**src/bpa_ram.sv**
```systemverilog
// Generic simple dual-port RAM with one write port and a registered read port.
`timescale 1ns / 1ps

module bpa_ram #(
    parameter int WIDTH = 64,
    parameter int DEPTH = 64
) (
    input  logic                                  clk,
    input  logic                                  we,
    input  logic [((DEPTH > 1) ? $clog2(DEPTH) : 1)-1:0] waddr,
    input  logic [WIDTH-1:0]                      wdata,
    input  logic                                  re,
    input  logic [((DEPTH > 1) ? $clog2(DEPTH) : 1)-1:0] raddr,
    output logic [WIDTH-1:0]                      rdata
);

    logic [WIDTH-1:0] mem [DEPTH];

    always_ff @(posedge clk)
    begin
        if (we)
        begin
            mem[waddr] <= wdata;
        end
        if (re)
        begin
            rdata <= mem[raddr];
        end
    end

endmodule

```
**config.mk**
```make
export PLATFORM = sky130hd
export DESIGN_NAME = bpa_ram
export DESIGN_NICKNAME = d
export VERILOG_FILES = /design/src/bpa_ram.sv
export SDC_FILE = /design/constraint.sdc
export NUM_CORES = 2
export LEC_CHECK = 0
export BUFFER_PORTS_ARGS = -buffer_cell sky130_fd_sc_hd__buf_2
export CAP_MARGIN = 10
export CORE_MARGIN = 5
export CORE_UTILIZATION = 48
export CTS_BUF_LIST = sky130_fd_sc_hd__clkbuf_4
export DETAILED_ROUTE_END_ITERATION = 7
export GPL_TIMING_DRIVEN = 0
export PLACE_DENSITY = 0.71
export SLEW_MARGIN = 5
export SYNTH_ARGS = -nofsm -noshare
export SYNTH_HDL_FRONTEND = slang
export SYNTH_SLANG_ARGS = --single-unit
export TNS_END_PERCENT = 50
```
**constraint.sdc**
```tcl
create_clock -name clk -period 7.9 [get_ports clk]
set_clock_uncertainty 0.2 [all_clocks]
set_input_delay 0.395 -clock clk [delete_from_list [all_inputs] [get_ports clk]]
set_output_delay 0.395 -clock clk [all_outputs]
set_load 0.01 [all_outputs]
```
==> flow_metrics.py <==
metrics = {
    "global_route": {
        "antenna_found_initial": 43,
        "first_global_vias": 83000,
        "grt_max_degree": 65,
        "grt_pass1_wl_um": 601000,
        "grt_use_total_pct": 24.9,
        "grt-ovfl-total": 0,
    },
    "synthesis": {
        "ys_ff_latch": 4160,
        "syn_nets": 6677,
        "yosysWarnings": 0,
        "synthArstFlopShare_pct": 0,
        "ys_seq_area_share_pct": 79.6,
        "avgSynthCellArea_um2": 23.8,
        "syn-cell-area_mm2": 0.157,
        "synth_area_leaders": "edfxtp_1 80%, mux4_2 15%, mux2i_1 0.86%",
        "yosysTopAreaCellShare_pct": 79.6,
        "post_synth_num_cell_types": 32,
        "synthCells": 6598,
        "synth_top_area_cell": "edfxtp_1",
        "ys.flop_type": "edfxtp_1",
        "synth_edf_count": 4160,
    },
    "pwr": {
        "power_density_mw_per_mm2": 240,
        "p_leak_nw": 58.0,
        "irDropWorstVdd_uv": 134,
    },
    "run": {
        "drv_cap": 0,
    },
    "cells_and_area": {
        "syn_to_final_growth_pct": 15.9,
        "multi_input_area_mm2": 0.0307,
        "seqCellArea_mm2": 0.125,
        "fin_cells": 13200,
        "n_fill_cell": 23500,
        "drive_gt1_share_pct": 35.8,
        "nets": 8135,
        "final_area_mm2": 0.182,
    },
    "worst_setup_path": {
        "cpPeakStageDelay_ps": 730,
        "path_delay_family": "buffers and inverters",
        "crit_slowest_cell": "dlygate4sd3_1",
        "path_common_cell": "buf_4",
        "cp.required_ps": 8770,
        "crit_chain": "dlygate4sd3_1 -> clkbuf_1 -> nor2b_1 -> nand4b_1 -> nor3_2 -> dlygate4sd3_1 -> dlygate4sd3_1 -> buf_4 -> buf_4 -> buf_4 -> buf_6 -> buf_4 -> buf_4",
        "crit_arrival_ps": 4720,
        "critPathKind": "primary input to register",
        "path_max_fanout": 9,
        "cp-start-kind": "primary input",
        "crit_buf_inv": 10,
        "worstSetupEndpointType": "register",
    },
    "min_path": {
        "min_path_type": "primary input to register",
    },
    "cts": {
        "clkSlewWorstSetupHoldPaths_ps": 70,
        "cts_tree": "yes",
        "clockBufferDepth": 4,
        "cts.sinks": 4160,
        "root_buffer": "clkbuf_4",
        "worstSkewPairLatency_ps": 1480,
        "post_cts_buffers": 0,
        "cts_max_level": 6,
        "cts_inserted_buffers": 947,
    },
    "sta": {
        "holdWs_ps": 141,
        "hold_viol_final": 0,
        "setup_viol": 0,
        "min_period_over_period_pct": 48.7,
        "setup_ws_ps": 4050,
        "drv_slew": 0,
        "fmax_ghz": 0.260,
        "rsz0062_at_grt": "no",
        "slew_headroom_pct": 9.21,
        "fin_crit_ps": 3850,
        "tightest_slew_ps": 1360,
    },
    "placement": {
        "placed_cell_area_mm2": 0.168,
        "place.gp.congestion": 0.838,
        "dp.cells": 11300,
        "portBuffers": 134,
        "post-place-ws_ps": 2830,
        "hpwlAfterDp_um": 277000,
    },
    "floorplan": {
        "die_area_mm2": 0.339,
        "start_util_pct": 48.1,
        "die_h_um": 582,
        "io_pins": 143,
        "rows": 210,
        "core_mm2": 0.327,
        "die_x_um": 582,
    },
    "detailed_routing": {
        "vias": 81200,
        "dr.first_iter.drc_count": 11600,
        "routedWlPerCell_um": 32.2,
        "first_pass_iters": 5,
        "drc": 0,
        "routed_via_density": 6.16,
        "wl_um": 425000,
        "detail-route-antenna-nets": 0,
    },
    "status": {
        "status": "finished clean",
    },
}
## path summary, 6_finish.rpt
kind | startpoint | end | slack, ps | cells after the start
worst max register to register | mem[61][38] | rdata[38] | 4730 | 5
worst min register to register | mem[46][48] | rdata[48] | 770 | 4
worst min-delay path | wdata[20] | mem[50][20] | 140 | 2
worst max-delay path | waddr[3] | mem[48][35] | 4050 | 13
## worst reg2reg max path: stages (launching register included)
cell	delay, ps
edfxtp_1	360
mux4_2	480
mux2i_1	320
o22ai_1	340
a31oi_1	910
a211oi_1	270
## synth_stat cells, types with 2 or more instances
cell,instances
edfxtp_1,4160
mux4_2,1024
buf_2,170
a22oi_1,168
clkbuf_1,140
mux2i_1,135
nor2_1,112
a22o_1,88
o22ai_1,83
and3_1,64
a211oi_1,63
nand2_1,58
nand3_1,45
o221ai_1,38
buf_4,34
or3_1,29
nor2b_1,28
or2_2,28
a41oi_1,26
buf_1,20
a2bb2oi_1,19
inv_1,19
a31oi_1,18
nand2b_1,11
buf_6,6
and2_1,3
nand3b_1,2
nand4_1,2
nor3_1,2
## timing repair
action	4_1_cts	5_1_grt
hold buffers	124	25
gates resized for setup	0	0
endpoints found under the hold margin	4729	999
setup endpoints to repair	0	0
## cells in the final DEF, fill, tap and decap left out, types with 5 or more instances in the layout
cell,n
a211oi_1,62
a22o_1,88
a22oi_1,168
a2bb2oi_1,19
a31oi_1,18
a41oi_1,26
and3_1,64
buf_1,19
buf_12,175
buf_16,36
buf_2,293
buf_4,61
buf_6,7
buf_8,5
bufinv_16,13
clkbuf_1,134
clkbuf_2,6
clkbuf_4,1385
clkinv_1,255
clkinv_2,22
clkinv_4,6
clkinvlp_4,8
diode_2,22
dlygate4sd3_1,143
edfxtp_1,4160
inv_1,19
inv_2,12
inv_6,8
mux2i_1,135
mux4_2,1024
nand2_1,58
nand2b_1,11
nand3_1,45
nor2_1,50
nor2_4,62
nor2b_1,28
o221ai_1,38
o22ai_1,83
or2_2,28
or3_1,29
## where the power goes
part           switching, mW  internal, mW
Sequential            0.0458          24.5
Combinational           1.61         0.851
Clock                   8.24          8.46
## registers in the layout (all words and copies together) (netlist names)
name / cells
rdata: 64
mem: 4096
## metal layers
metal	routed length [um]	global-route usage (%)	vias to the layer above
li1	-	-	32200
met1	151000	33.3	42200
met2	200000	38.5	5755
met3	53100	6.82	933
met4	20600	11.5	18
met5	122	0	-
## cell type report
class	instances	share of cell area (%)
Antenna cell	22	0.0303
Buffer	370	0.980
Clock buffer	1385	5.72
Clock inverter	325	0.935
Inverter	19	0.0392
Multi-Input combinational cell	2049	16.9
Sequential cell	4160	68.7
Tap cell	4346	2.99
Timing Repair Buffer	509	3.75
## metrics by stage
stage               util, %  setup TNS (ps)  total power [mW]
detailed placement     51.4               0              27.3
global route           55.7               0              45.3
global placement       49.9        -1512910              27.2
floorplan                 -               0              26.2
finish                 55.7               0              43.7
CTS                    55.5               0              43.9
## cells by family (layout without fill, tap and decap cells)
kind of cell	count (synthesis)	after routing	synth area share, %
buf+inv	389	2608	1.18
other cells	0	22	0
flops	4160	4160	79.6
compound gates	504	504	2.47
mux	1159	1159	15.6
simple gates	386	386	1.23
Power figures use the tool's default switching activity.
